## src/rtl/pdu_pkg.sv

```systemverilog
`timescale 1ns / 1ps
// Package for the PSO dimension update block: widths, constants, types.
// No dependencies; used by every module under rtl/.
package pdu_pkg;

  localparam int FRAC_BITS = 16;

  localparam int POS_W = 24;
  localparam int MU_W  = 17;
  localparam int LF_W  = 20;
  localparam int BND_W = 23;
  localparam int DLT_W = 16;
  localparam int IDX_W = 8;

  localparam int NSTG = 6;

  localparam int CFG_IDX_W  = 3;
  localparam int CFG_DATA_W = 23;

  localparam int S_TDATA_W = 136;
  localparam int M_TDATA_W = 64;

  localparam int M_VEL_LSB = POS_W;
  localparam int M_IDX_LSB = 2 * POS_W;
  localparam int M_CLP_BIT = 2 * POS_W + IDX_W;

  localparam logic [LF_W-1:0]  LF_RST    = LF_W'(131072);
  localparam logic [BND_W-1:0] STEP_RST  = BND_W'(65536);
  localparam logic [BND_W-1:0] IMIN_RST  = BND_W'(32768);
  localparam logic [BND_W-1:0] IMAX_RST  = BND_W'(524288);
  localparam logic [DLT_W-1:0] DELTA_RST = DLT_W'(32768);

  localparam logic [BND_W-1:0] FRAC_MASK = BND_W'((64'd1 << FRAC_BITS) - 64'd1);

  typedef enum logic [CFG_IDX_W-1:0] {
    REG_ATTR_GAIN    = 3'd0,
    REG_MAX_STEP     = 3'd1,
    REG_INTERVAL_MIN = 3'd2,
    REG_INTERVAL_MAX = 3'd3,
    REG_ROUND_THR    = 3'd4
  } reg_idx_e;

  typedef struct packed {
    logic [LF_W-1:0]  attr_gain;
    logic [BND_W-1:0] max_step;
    logic [BND_W-1:0] interval_min;
    logic [BND_W-1:0] interval_max;
    logic [DLT_W-1:0] round_thr;
  } cfg_t;

  typedef struct packed {
    logic [NSTG-1:0] en;
  } pipe_ctrl_t;

endpackage

```

## src/rtl/pdu_pipe_ctrl.sv

```systemverilog
`timescale 1ns / 1ps
// Valid bits and per-stage load enables of the six-stage pipeline.
// Depends on pdu_pkg.
module pdu_pipe_ctrl (
  input  logic               clk_i,
  input  logic               rst_ni,
  input  logic               in_valid_i,
  input  logic               out_ready_i,
  output logic               in_ready_o,
  output logic               out_valid_o,
  output pdu_pkg::pipe_ctrl_t ctrl_o
);

  logic [pdu_pkg::NSTG-1:0] valid_q, valid_d;
  logic [pdu_pkg::NSTG-1:0] en;

  // a stage loads when empty or when the next one loads
  always_comb begin
    en[pdu_pkg::NSTG-1] = ~valid_q[pdu_pkg::NSTG-1] | out_ready_i;
    for (int k = pdu_pkg::NSTG - 2; k >= 0; k--) begin
      en[k] = ~valid_q[k] | en[k+1];
    end
    valid_d = valid_q;
    if (en[0]) valid_d[0] = in_valid_i;
    for (int k = 1; k < pdu_pkg::NSTG; k++) begin
      if (en[k]) valid_d[k] = valid_q[k-1];
    end
  end

  always_ff @(posedge clk_i or negedge rst_ni) begin
    if (!rst_ni) begin
      valid_q <= '0;
    end else begin
      valid_q <= valid_d;
    end
  end

  assign in_ready_o  = en[0];
  assign out_valid_o = valid_q[pdu_pkg::NSTG-1];
  assign ctrl_o.en   = en;

endmodule

```

## config.mk

```make
export PLATFORM = sky130hd
export DESIGN_NAME = pdu_pipe_ctrl
export DESIGN_NICKNAME = d
export VERILOG_FILES = /design/src/rtl/pdu_pkg.sv /design/src/rtl/pdu_pipe_ctrl.sv
export SDC_FILE = /design/constraint.sdc
export NUM_CORES = 1
export LEC_CHECK = 0
export BUFFER_PORTS_ARGS = -buffer_cell sky130_fd_sc_hd__buf_2
export CORE_AREA = 2 2 39 41
export CTS_CLUSTER_DIAMETER = 40
export DETAILED_ROUTE_END_ITERATION = 8
export DIE_AREA = 0 0 41 43
export PLACE_DENSITY = 0.37
export SYNTH_ARGS = -nofsm -noshare
export SYNTH_HDL_FRONTEND = slang
export SYNTH_SLANG_ARGS = --single-unit
export TNS_END_PERCENT = 100
```

## constraint.sdc

```tcl
create_clock -name clk_i -period 1.3 [get_ports clk_i]
set_input_delay 0.13 -clock clk_i [delete_from_list [all_inputs] [get_ports clk_i]]
set_output_delay 0.13 -clock clk_i [all_outputs]
set_load 0.05 [all_outputs]
```

Word-level counts from Yosys, hierarchy flattened
Index checks and enable logic that the tools add are counted.

Bits in registers: 6. Output and inout bits: 8. Word-level logic and storage cells: 18.

Bitwise gates (word level): 12.

Operators with widths (count): inverter 1 bit (6); bitwise OR 1 bit (6).

Longest topological paths before layout
Word-level depth: 7. Gate-level depth with buffers: 4.

Worst setup path after synthesis
OpenSTA, ideal clock, no wires.

Path type: register to output. Start point: reg valid_q[5] (netlist bit). End point: out ctrl_o[0] (netlist bit). Arrival: 1955 ps. Required time: 1170 ps. Setup slack: -785 ps. Stages on the path, launching flop included: 5. Path through: dfrtp_1 > and4b_1 > buf_6 > nand4_1 > buf_4.

Longest elaborated chain between the ends: 7.

RTL lines: from (decl) (line pdu_pipe_ctrl.sv:14) `logic [pdu_pkg::NSTG-1:0] valid_q, valid_d;`; from (signal assigned) (line pdu_pipe_ctrl.sv:34) `valid_q <= valid_d;`; inverter 1 bit (line pdu_pipe_ctrl.sv:19) `en[pdu_pkg::NSTG-1] = ~valid_q[pdu_pkg::NSTG-1] | out_ready_i;`; bitwise OR 1 bit (line pdu_pipe_ctrl.sv:19); bitwise OR 1 bit (5 in series) (line pdu_pipe_ctrl.sv:21) `en[k] = ~valid_q[k] | en[k+1];`; to (decl) (line pdu_pipe_ctrl.sv:11) `output pdu_pkg::pipe_ctrl_t ctrl_o`.

Every way passes these cells.

Worst setup path in the final report
Start point: reg valid_q[4] (netlist bit). End point: out in_ready_o.

Longest elaborated chain between the ends: 6.

RTL lines: inverter 1 bit (line pdu_pipe_ctrl.sv:21); bitwise OR 1 bit (5 in series) (line pdu_pipe_ctrl.sv:21); to (decl) (line pdu_pipe_ctrl.sv:9) `output logic in_ready_o,`.

Every way passes these cells.

==> run summary <==
status: finished, violations left
violated checks: negative setup slack
register name with the most flops: valid_q
Placed Cells: 46
Synth Area in XOR/XNOR: 0%
peak supply drop: 0.000613 V
synth unique cells: 14
Final Hold Fails: 0
post-layout util: 31.5%
Die H: 43 um
Synth Area in Compound Gates: 10.2%
total track usage: 9.01%
DP Area: 314 sq um
IO Pins: 12
max reg flops: 6
clk slew on worst S/H paths: 0.05 ns
Worst path slowest cell: dfrtp_1
worst r2r path cells: 3
vias in the first global route: 245
Port Buf Inserts: 11
synthesized area: 256 sq um
critical setup path kind: reg -> out
drt pass-1 iters: 2
Synth Warn #: 0
delay of the slowest critical-path stage: 0.33 ns
Final period util: 106%
routed wire length: 549 um
Clock Path Buffers: 2
hold wc startpoint: in_valid_i
Setup crit end kind: primary output
H-tree Lvls: 1
hold slack: 0.0757 ns
worst-margin pin slew: 0.246 ns
Rows: 14
critical path startpoint category: register
worst skew pair latency: 0.25 ns
skew final: 0.00741 ns
RR Startpoint: valid_q[4]$_DFFE_PN0P_
initial core utilization: 18.5%
GPL Wtd Cong: 0.645
Leak: 0.199 nW
end of the worst register-to-register path: valid_q[0]$_DFFE_PN0P_
Setup TNS: -0.300 ns
Net Count, Synth: 25
largest net degree at the start of global routing: 8
final worst slack: -0.0839 ns
Slew HR: 83.7%
global route overflow: 0
pre-CTS setup slack: 0.0712 ns
most frequent cells in the layout: clkbuf_4, buf_4, dfrtp_1
Adder-Cell Fraction of Synth Area: 0%
ANT cells: 0
sequential fraction of the synthesis area: 58.5%
max_cap viols: 0
Critical Path Sink: in_ready_o
# fillers: 154
multiplexer area fraction after synthesis: 0%
residual DRC count: 0
CP arrival: 1.25 ns
Yosys reg bits: 6
die width: 41 um
Data required, critical path: 1.17 ns
area delta synth->final: 69.8%
synthesized instance count: 21
Max Fanout on Critical Path: 6
flop-to-flop setup slack: 0.16 ns
final net count: 45
hold crit path type: in -> reg
die area: 1760 sq um
Highest Clock Rate: 0.723 GHz
DR WL/cell: 9.80 um
core area: 1380 sq um
Hold Crit Depth: 2
clk root buf: clkbuf_4
DRT antenna net count: 0
DR vias/cell: 4.18
CP Launch Point: valid_q[4]$_DFFE_PN0P_
routed vias: 234
post-layout min period: 1.38 ns
first-pass GRT wire length: 966 um
Sink Count: 6
CTS Buf Count: 3
final setup violating endpoints: 4
total power: 688 uW
design area: 435 sq um
Post-Synth Simple-Gate Area: 22.4%
non-filler cells in the finished layout: 56
power density over cell area: 1580 nW/um^2
pins over their slew limit: 0
CTS tree: done
Top Registers: valid_q: 6 flops
Syn Area/Cell: 12.2 sq um
largest family of logic cells by synthesized area: simple AND/OR/NAND/NOR gates
initial antenna violation count: 0
DR iter-0 viols: 3
dpl hpwl: 385 um
crit-path cells: and4b_2, nand4_1, buf_6
RSZ-0062 raised after global routing: true
share of layout cells above drive strength 1: 57.5%
-- power by group --
part | total, mW | internal [mW] | switching (mW)
clock | 0.184 | 0.116 | 0.0675
combinational | 0.270 | 0.112 | 0.158
sequential | 0.234 | 0.213 | 0.0213
total | 0.688 | 0.441 | 0.246
-- cells in the mapped netlist --
cell type  n  area, sq um
a31o_1     1         8.76
nand4_1    1         6.26
inv_1      1         3.75
a41o_1     1         10.0
nand2b_1   3         18.8
and4b_1    1         10.0
dfrtp_1    6          150
a21o_1     1         7.51
nand3b_1   1         7.51
buf_4      1         7.51
nand2_1    1         3.75
buf_6      1         11.3
nand3_1    1         5.00
or2_1      1         6.26
-- critical path: cells and delay by family, from the launching register on --
family | cells | cell delay [ns]
buf+inv | 1 | 0.20
flops | 1 | 0.33
simple gates | 2 | 0.47
-- per-layer routing --
layer  wire, um  global-route usage (%)  vias to the layer above  part of all wire (%)
li1           -                       -                      110                     -
met5          0                       0                        -                     0
met2        270                    12.8                       10                    49
met4          6                    6.00                        0                   1.1
met3         65                    8.38                        2                    12
met1        205                    7.59                      112                    37
-- final cells by class --
cell class	instances	area, sq um	share of cell area [%]
Inverter	1	3.75	0.862
Sequential cell	6	151	34.8
Timing Repair Buffer	17	146	33.6
Tap cell	16	20.0	4.60
Clock buffer	4	26.3	6.03
Multi-Input combinational cell	12	87.6	20.1
-- how the worst min path moves through the flow --
| stage | end |
|---|---|
| after floorplan | valid_q[0]$_DFFE_PN0P_ |
| after global placement | valid_q[4]$_DFFE_PN0P_ |
| after detailed placement | valid_q[4]$_DFFE_PN0P_ |
| after CTS | valid_q[0]$_DFFE_PN0P_ |
| after global routing | valid_q[0]$_DFFE_PN0P_ |
| final | valid_q[0]$_DFFE_PN0P_ |
-- repair_timing --
action / 4_1_cts / 5_1_grt
pin swaps: 2 / 0
hold buffers: 1 / 0
gates resized for setup: 10 / 7
setup buffers: 3 / 2
setup endpoints to repair: 5 / 7
hold endpoints to repair: 6 / 0
-- cell families (layout without fill, tap and decap cells) --
| logic type | after synthesis | in the layout |
|---|---|---|
| AO/OA/AOI/OAI | 3 | 3 |
| buffers and inverters | 3 | 22 |
| flip-flops | 6 | 6 |
| AND/OR/NAND/NOR | 9 | 9 |
No activity file was read; power rests on OpenSTA's default activity.
