$ cat src/rtl/pdu_pkg.sv
`timescale 1ns / 1ps
// Package for the PSO dimension update block: widths, constants, types.
// No dependencies; used by every module under rtl/.
package pdu_pkg;

  localparam int FRAC_BITS = 16;

  localparam int POS_W = 24;
  localparam int MU_W  = 17;
  localparam int LF_W  = 20;
  localparam int BND_W = 23;
  localparam int DLT_W = 16;
  localparam int IDX_W = 8;

  localparam int NSTG = 6;

  localparam int CFG_IDX_W  = 3;
  localparam int CFG_DATA_W = 23;

  localparam int S_TDATA_W = 136;
  localparam int M_TDATA_W = 64;

  localparam int M_VEL_LSB = POS_W;
  localparam int M_IDX_LSB = 2 * POS_W;
  localparam int M_CLP_BIT = 2 * POS_W + IDX_W;

  localparam logic [LF_W-1:0]  LF_RST    = LF_W'(131072);
  localparam logic [BND_W-1:0] STEP_RST  = BND_W'(65536);
  localparam logic [BND_W-1:0] IMIN_RST  = BND_W'(32768);
  localparam logic [BND_W-1:0] IMAX_RST  = BND_W'(524288);
  localparam logic [DLT_W-1:0] DELTA_RST = DLT_W'(32768);

  localparam logic [BND_W-1:0] FRAC_MASK = BND_W'((64'd1 << FRAC_BITS) - 64'd1);

  typedef enum logic [CFG_IDX_W-1:0] {
    REG_ATTR_GAIN    = 3'd0,
    REG_MAX_STEP     = 3'd1,
    REG_INTERVAL_MIN = 3'd2,
    REG_INTERVAL_MAX = 3'd3,
    REG_ROUND_THR    = 3'd4
  } reg_idx_e;

  typedef struct packed {
    logic [LF_W-1:0]  attr_gain;
    logic [BND_W-1:0] max_step;
    logic [BND_W-1:0] interval_min;
    logic [BND_W-1:0] interval_max;
    logic [DLT_W-1:0] round_thr;
  } cfg_t;

  typedef struct packed {
    logic [NSTG-1:0] en;
  } pipe_ctrl_t;

endpackage

$ cat src/rtl/pdu_pos_path.sv
`timescale 1ns / 1ps
// Position path: step limit, bound clamp, state index encoding, delay to output.
// Depends on pdu_pkg.
module pdu_pos_path (
  input  logic                              clk_i,
  input  pdu_pkg::pipe_ctrl_t               ctrl_i,
  input  pdu_pkg::cfg_t                     cfg_i,
  input  logic signed [pdu_pkg::POS_W-1:0]  position_i,
  input  logic signed [pdu_pkg::POS_W-1:0]  velocity_i,
  output logic                              clamped_s4_o,
  output logic signed [pdu_pkg::POS_W-1:0]  new_position_o,
  output logic        [pdu_pkg::IDX_W-1:0]  state_index_o,
  output logic                              was_clamped_o
);

  localparam int NP_W  = pdu_pkg::POS_W + 2;
  localparam int CMP_W = pdu_pkg::FRAC_BITS + pdu_pkg::DLT_W;
  localparam int IW    = pdu_pkg::BND_W + 1;

  // stage 0: step-limited move
  logic signed [pdu_pkg::POS_W:0] vel_x, mag;
  logic signed [NP_W-1:0]         step_x;
  logic signed [NP_W-1:0]         np_d, np_q;

  always_comb begin
    vel_x  = (pdu_pkg::POS_W+1)'(velocity_i);
    mag    = vel_x[pdu_pkg::POS_W] ? -vel_x : vel_x;
    step_x = $signed({3'b000, cfg_i.max_step});
    if ($unsigned(mag) > {2'b00, cfg_i.max_step}) begin
      np_d = NP_W'(position_i) + (velocity_i[pdu_pkg::POS_W-1] ? -step_x : step_x);
    end else begin
      np_d = NP_W'(position_i) + NP_W'(velocity_i);
    end
  end

  // stage 1: lower bound first, then upper bound
  logic signed [NP_W-1:0]        imin_x, imax_x, v1;
  logic                          lowc, highc;
  logic [pdu_pkg::BND_W-1:0]     npc_d, npc_q;
  logic                          clp_d, clp_q;

  always_comb begin
    imin_x = $signed({3'b000, cfg_i.interval_min});
    imax_x = $signed({3'b000, cfg_i.interval_max});
    lowc   = np_q < imin_x;
    v1     = lowc ? imin_x : np_q;
    highc  = v1 > imax_x;
    npc_d  = highc ? cfg_i.interval_max : v1[pdu_pkg::BND_W-1:0];
    clp_d  = lowc | highc;
  end

  // stage 2: encoding
  logic [pdu_pkg::BND_W-1:0] ip;
  logic [CMP_W-1:0]          fr_sh, dl_sh;
  logic [IW-1:0]             idx_w;
  logic [pdu_pkg::IDX_W-1:0] idx_d, idx_q;
  logic [pdu_pkg::BND_W-1:0] npe_q;
  logic                      clpe_q;

  always_comb begin
    ip    = npc_q >> pdu_pkg::FRAC_BITS;
    fr_sh = CMP_W'(npc_q & pdu_pkg::FRAC_MASK) << pdu_pkg::DLT_W;
    dl_sh = CMP_W'(cfg_i.round_thr) << pdu_pkg::FRAC_BITS;
    idx_w = IW'(ip) + IW'(fr_sh >= dl_sh);
    if (idx_w > IW'(255)) begin
      idx_d = pdu_pkg::IDX_W'(255);
    end else begin
      idx_d = idx_w[pdu_pkg::IDX_W-1:0];
    end
  end

  // stages 3 to 5: align with the velocity path
  logic [pdu_pkg::BND_W-1:0] np3_q, np4_q, np5_q;
  logic [pdu_pkg::IDX_W-1:0] ix3_q, ix4_q, ix5_q;
  logic                      cl3_q, cl4_q, cl5_q;

  always_ff @(posedge clk_i) begin
    if (ctrl_i.en[0]) np_q <= np_d;
    if (ctrl_i.en[1]) begin
      npc_q <= npc_d;
      clp_q <= clp_d;
    end
    if (ctrl_i.en[2]) begin
      npe_q  <= npc_q;
      idx_q  <= idx_d;
      clpe_q <= clp_q;
    end
    if (ctrl_i.en[3]) begin
      np3_q <= npe_q;
      ix3_q <= idx_q;
      cl3_q <= clpe_q;
    end
    if (ctrl_i.en[4]) begin
      np4_q <= np3_q;
      ix4_q <= ix3_q;
      cl4_q <= cl3_q;
    end
    if (ctrl_i.en[5]) begin
      np5_q <= np4_q;
      ix5_q <= ix4_q;
      cl5_q <= cl4_q;
    end
  end

  assign clamped_s4_o   = cl4_q;
  assign new_position_o = $signed({1'b0, np5_q});
  assign state_index_o  = ix5_q;
  assign was_clamped_o  = cl5_q;

endmodule

$ cat config.mk
export PLATFORM = sky130hd
export DESIGN_NAME = pdu_pos_path
export DESIGN_NICKNAME = d
export VERILOG_FILES = /design/src/rtl/pdu_pkg.sv /design/src/rtl/pdu_pos_path.sv
export SDC_FILE = /design/constraint.sdc
export NUM_CORES = 1
export LEC_CHECK = 0
export BUFFER_PORTS_ARGS = -buffer_cell sky130_fd_sc_hd__buf_4
export CAP_MARGIN = 30
export CORE_MARGIN = 2
export CORE_UTILIZATION = 52
export DETAILED_ROUTE_END_ITERATION = 8
export GPL_ROUTABILITY_DRIVEN = 1
export HOLD_SLACK_MARGIN = 0.03
export PLACE_DENSITY = 0.9
export SETUP_SLACK_MARGIN = 0.5
export SYNTH_ARGS = -nofsm -noshare
export SYNTH_HDL_FRONTEND = slang
export SYNTH_SLANG_ARGS = --single-unit
$ cat constraint.sdc
create_clock -name clk_i -period 5.5 [get_ports clk_i]
set_clock_uncertainty 0.15 [all_clocks]
set_input_delay 0.825 -clock clk_i [delete_from_list [all_inputs] [get_ports clk_i]]
set_output_delay 0.825 -clock clk_i [all_outputs]
set_load 0.02 [all_outputs]
---- Yosys cells after proc, flatten, opt, wreduce, memory -nomap -nowiden ----
Index checks and enable logic that the tools add are counted.
word-level totals
  register bits after elaboration ......... 178
  bits of input ports ..................... 160
  output and inout port bits .............. 34
  logic and storage cells ................. 31
cells by class
  add/sub/neg operators ................... 5
  order comparisons ....................... 5
  mux-type cells .......................... 5
  bitwise operators ....................... 1
operators with widths
  cell                  number
  $mux W26              3
  $ge A32 B32 Y1        1
  $add A24 B26 Y26      1
  $gt A26 B24 Y1        1
  $lt A26 B24 Y1        1
  $neg A23 Y26          1
  $add A24 B24 Y25      1
  $gt A25 B23 Y1        1
  $mux W25              1
  $neg A24 Y25          1
  $mux W23              1
  $add A7 B1 Y8         1
  $gt A8 B8 Y1 const B  1
  $or A1 B1 Y1          1

---- Logic depth before layout (Yosys ltp) ----
  word-level depth ........................ 4
  gate-level depth with buffers ........... 24
  depth with buffers taken out ............ 21

---- Worst setup path before layout ----
No wires, ideal clock.
  path kind ............................... input-to-reg
  start point ............................. input port cfg_i[50] (netlist name)
  end point ............................... register npc_q[14] (netlist name) (data pin)
  setup time .............................. 0.260 ns
  arrival ................................. 5.540 ns
  data required time ...................... 5.090 ns
  slack ................................... -0.449 ns
  stages .................................. 24
  buffers on the path ..................... 3
  path through ............................ inv_1 -> ha_1 -> a21o_1 -> a21o_1 -> a21oi_1 -> o21ai_0 -> a21o_1 -> a221oi_1 -> nand2_1 -> a31oi_1 -> ha_1 -> clkbuf_1 -> buf_1 -> mux2_2 -> ha_1 -> a21o_1 -> a21o_1 -> a21oi_1 -> nor2_1 -> a211oi_1 -> nor2_1 -> o21ai_1 -> clkbuf_1 -> mux2_2
between the ends
  longest elaborated chain between the ends .. 4
RTL lines
  element               RTL line            source
  start, declared       pdu_pos_path.sv:7   input pdu_pkg::cfg_t cfg_i,
  $lt A26 B24 Y1        pdu_pos_path.sv:45  lowc = np_q < imin_x;
  $mux W26 *            pdu_pos_path.sv:46  v1 = lowc ? imin_x : np_q;
  $gt A26 B24 Y1        pdu_pos_path.sv:47  highc = v1 > imax_x;
  $mux W23 *            pdu_pos_path.sv:48  npc_d = highc ? cfg_i.interval_max : v1[pdu_pkg::BND_W-1:0];
  net npc_d, one bit    pdu_pos_path.sv:39  logic [pdu_pkg::BND_W-1:0] npc_d, npc_q;
  end signal, assigned  pdu_pos_path.sv:80  npc_q <= npc_d;
  end, declared         pdu_pos_path.sv:39
The timed path passes the listed nets; every way through them passes the cells marked *.
A chain may end at the register's enable or synchronous reset.

---- Final worst setup path ----
  start point ............................. input port cfg_i[50] (netlist name)
  end point ............................... register npc_q[3] (netlist name) (data pin)
Same word-level chain as after synthesis.

==> metrics.txt <==
status finished, final reports clean; Routed Antenna Nets 0; residual DRC count 0; async set or reset register ratio after synthesis 0%; num rows 54; actual slew at the worst max-slew pin 0.679 ns; Worst-Skew Late Latency 0.43 ns; initial core utilization 52.8%; maximum clock rate 0.193 GHz; Die X 153 µm; Clock transition at path regs 0.07 ns; Metal-1 WL 10400 µm; Most common cell on crit path a21o_1; PD cells 318 mW/mm²; syn nets 1328; maximum root-to-sink buffer count 2; total track usage 21.3%; Critical Path RT 5.53 ns; die area 0.0233 mm²; core area 0.0218 mm²; IO buf count 172; Routed WL per cell 16.6 µm; period utilization 94.3%; Power Internal 3.15 mW; final hold violation count 0; number of max-cap violations 0; Worst setup SP type primary input; worst stage delay on the critical path 0.36 ns; relative slew slack 54.1%; CP endpoint kind flop; overall routed net length 25200 µm; fin worst setup slack 0.316 ns; Remaining Overflow, GRT 0; CTS Sinks 178; CTS tree built; drt pass-1 iters 5; Slew Limit Fails 0; Final Power 4.52 mW; synthesized flop and latch total 178; antenna violations before repair 2; largest net degree at the start of global routing 51; met3 routed WL 1260 µm; Non-Filler Instances 1520; layout cells sized above 1 24.8%; switching share of power 30.2%; Chip Height 153 µm; WS Path Type in -> reg; RSZ-0062 raised after global routing yes; vias in the first global route 8258; Synth warnings 0; Inserted Clock Buffers 17; cell area after synthesis 0.0115 mm²; register area share after synthesis 46.5%; metal2 WL 12800 µm; Period minus WS final 5.18 ns; fillcell total 1635; buffers and inverters on the worst path 6; clock power share 25.1%; critical path's slowest cell ha_2; Syn Area/Cell 11.2 µm²; gpl congestion 0.884; IO Pins 194; synth unique cells 58; dpl ws -0.0274 ns; Vias/cell 5.54; leading register cell type out of synthesis edfxtp_1; logic gate share of total power 33.9%; HPWL after DPL 20000 µm; crit-path max FO 16; Crit path max-delay family compound AO/OA/AOI/OAI gates; sequential share of power 41.0%; peak supply drop 242 µV; Critical Path AT 5.21 ns; final setup violation count 0; first-pass GRT wire length 39300 µm; top sig layer met4; Mapped Cells 1028; Area growth syn-to-layout 23.5%; Clock Tree Root clkbuf_16; placed cell count 1478; Post-synth EDFFs 178; HP Class reg -> reg; H-tree depth 4; switching power 1.36 mW; Pleak 6.13 nW; drt first-iter violations 380; Vias 8423; fin nets 1525
-- power by group through the flow --
stage / Sequential (mW) / Clock [mW] / Combinational (mW)
2_1_floorplan: 1.87 / 0 / 0.967
5_1_grt: 1.87 / 1.22 / 1.68
4_1_cts: 1.86 / 1.15 / 1.50
6_report: 1.85 / 1.13 / 1.53
3_3_place_gp: 1.86 / 0 / 1.33
3_5_place_dp: 1.88 / 0 / 1.39
-- sequential cells by signal, summed over array words and instances (netlist names) --
| register | count |
|---|---|
| clpe_q | 1 |
| ix4_q | 8 |
| ix3_q | 8 |
| cl3_q | 1 |
| idx_q | 8 |
| clp_q | 1 |
| np_q | 26 |
| np4_q | 23 |
| np3_q | 23 |
| state_index_o | 8 |
| was_clamped_o | 1 |
| clamped_s4_o | 1 |
| np5_q | 23 |
| npc_q | 23 |
| npe_q | 23 |
-- metrics by stage --
step	area [µm²]	TNS, ns	hold slack, ns	utilization (%)
after floorplan	11700	0	0.250	-
after global placement	13400	0	0.250	61.4
after detailed placement	13400	-0.0274	0.255	61.4
after CTS	14100	0	0.265	65.0
after global routing	14200	0	0.269	65.3
final	14200	0	0.263	65.3
-- synth_stat cells, types with 9 or more instances --
cell | number | area, µm²
edfxtp_1 | 178 | 5350
ha_1 | 138 | 1730
inv_1 | 99 | 372
xnor2_1 | 68 | 596
o21ai_0 | 67 | 335
nand2_1 | 66 | 248
a21oi_1 | 62 | 310
mux2_2 | 45 | 507
nor2_1 | 43 | 161
a21o_1 | 34 | 255
xor2_1 | 21 | 184
nor3_1 | 18 | 90.1
clkbuf_1 | 16 | 60.1
nand4_1 | 16 | 100
a211oi_1 | 14 | 105
o31ai_1 | 13 | 97.6
nand3_1 | 12 | 60.1
nand2b_1 | 10 | 62.6
nor2b_1 | 9 | 56.3
o41ai_1 | 9 | 78.8
-- timing repair --
item / 4_1_cts / 5_1_grt
pin swaps: 1 / 2
buffers inserted: 4 / 2
hold buffers: 0 / 0
gates cloned: 2 / 0
endpoints found under the setup margin: 22 / 25
gates resized for setup: 21 / 8
-- routing by layer --
layer,GRT usage (%),up-vias
met4,8.60,0
met3,3.78,43
li1,-,4208
met2,38.7,281
met1,24.7,3891
met5,0,-
-- kinds of logic (layout without fill, tap and decap cells) --
| kind of cell | count (synthesis) | count (layout) | synth area share, % |
|---|---|---|---|
| other | 1 | 3 | 0.0326 |
| xor gates and xnor gates | 90 | 90 | 6.92 |
| muxes | 51 | 51 | 4.93 |
| and+or+nand+nor | 205 | 205 | 8.82 |
| DFF | 178 | 178 | 46.5 |
| adders and majority gates | 140 | 140 | 15.4 |
| AOI/OAI and AO/OA | 245 | 245 | 13.5 |
| buffers and inverters | 118 | 328 | 3.89 |
-- worst reg2reg max path, delay by kind of cell (launching register included) --
kind	cells	cell delay, ns
compound gates	10	1.68
buf+inv	4	0.65
fa+ha+maj	3	0.90
mux	2	0.67
flops	1	0.44
simple gates	5	0.43
-- cell type report --
cell class	count	area [µm²]	share of cell area (%)
tap	280	350	2.47
inverter	99	382	2.69
multi-input combinational	732	5960	42.0
clock buffer	17	425	3.00
antenna	2	5.00	0.0353
timing repair buffer	197	1590	11.2
sequential	178	5350	37.7
clock inverter	15	145	1.02
-- worst paths after layout --
kind	start	end	slack (ns)	depth (start not counted)
worst min register to register	np3_q[22]	np4_q[22]	0.26	0
worst max-delay path	cfg_i[50]	npc_q[3]	0.32	26
worst max register to register	np_q[11]	npc_q[3]	0.33	24
worst min-delay path	np3_q[22]	np4_q[22]	0.26	0
-- cells in the final DEF (no fill, tap or decap), types with 5 or more instances in the layout --
master,instances
buf_4,187
nand2b_1,9
edfxtp_1,178
nor4_1,5
ha_4,9
mux2_2,22
clkbuf_16,17
a211oi_1,13
mux2_4,23
o21a_1,7
nor3_1,17
nand4_1,16
nand2_1,66
nor2_1,42
inv_1,97
o21bai_1,8
o21ai_0,63
xnor2_1,68
a21oi_1,59
mux2i_1,6
a21o_1,34
o31ai_1,12
ha_1,127
nor2b_1,9
o211ai_1,7
o41ai_1,9
inv_8,5
xor2_1,21
nand3_1,12
No activity file was read; power rests on OpenSTA's default activity.
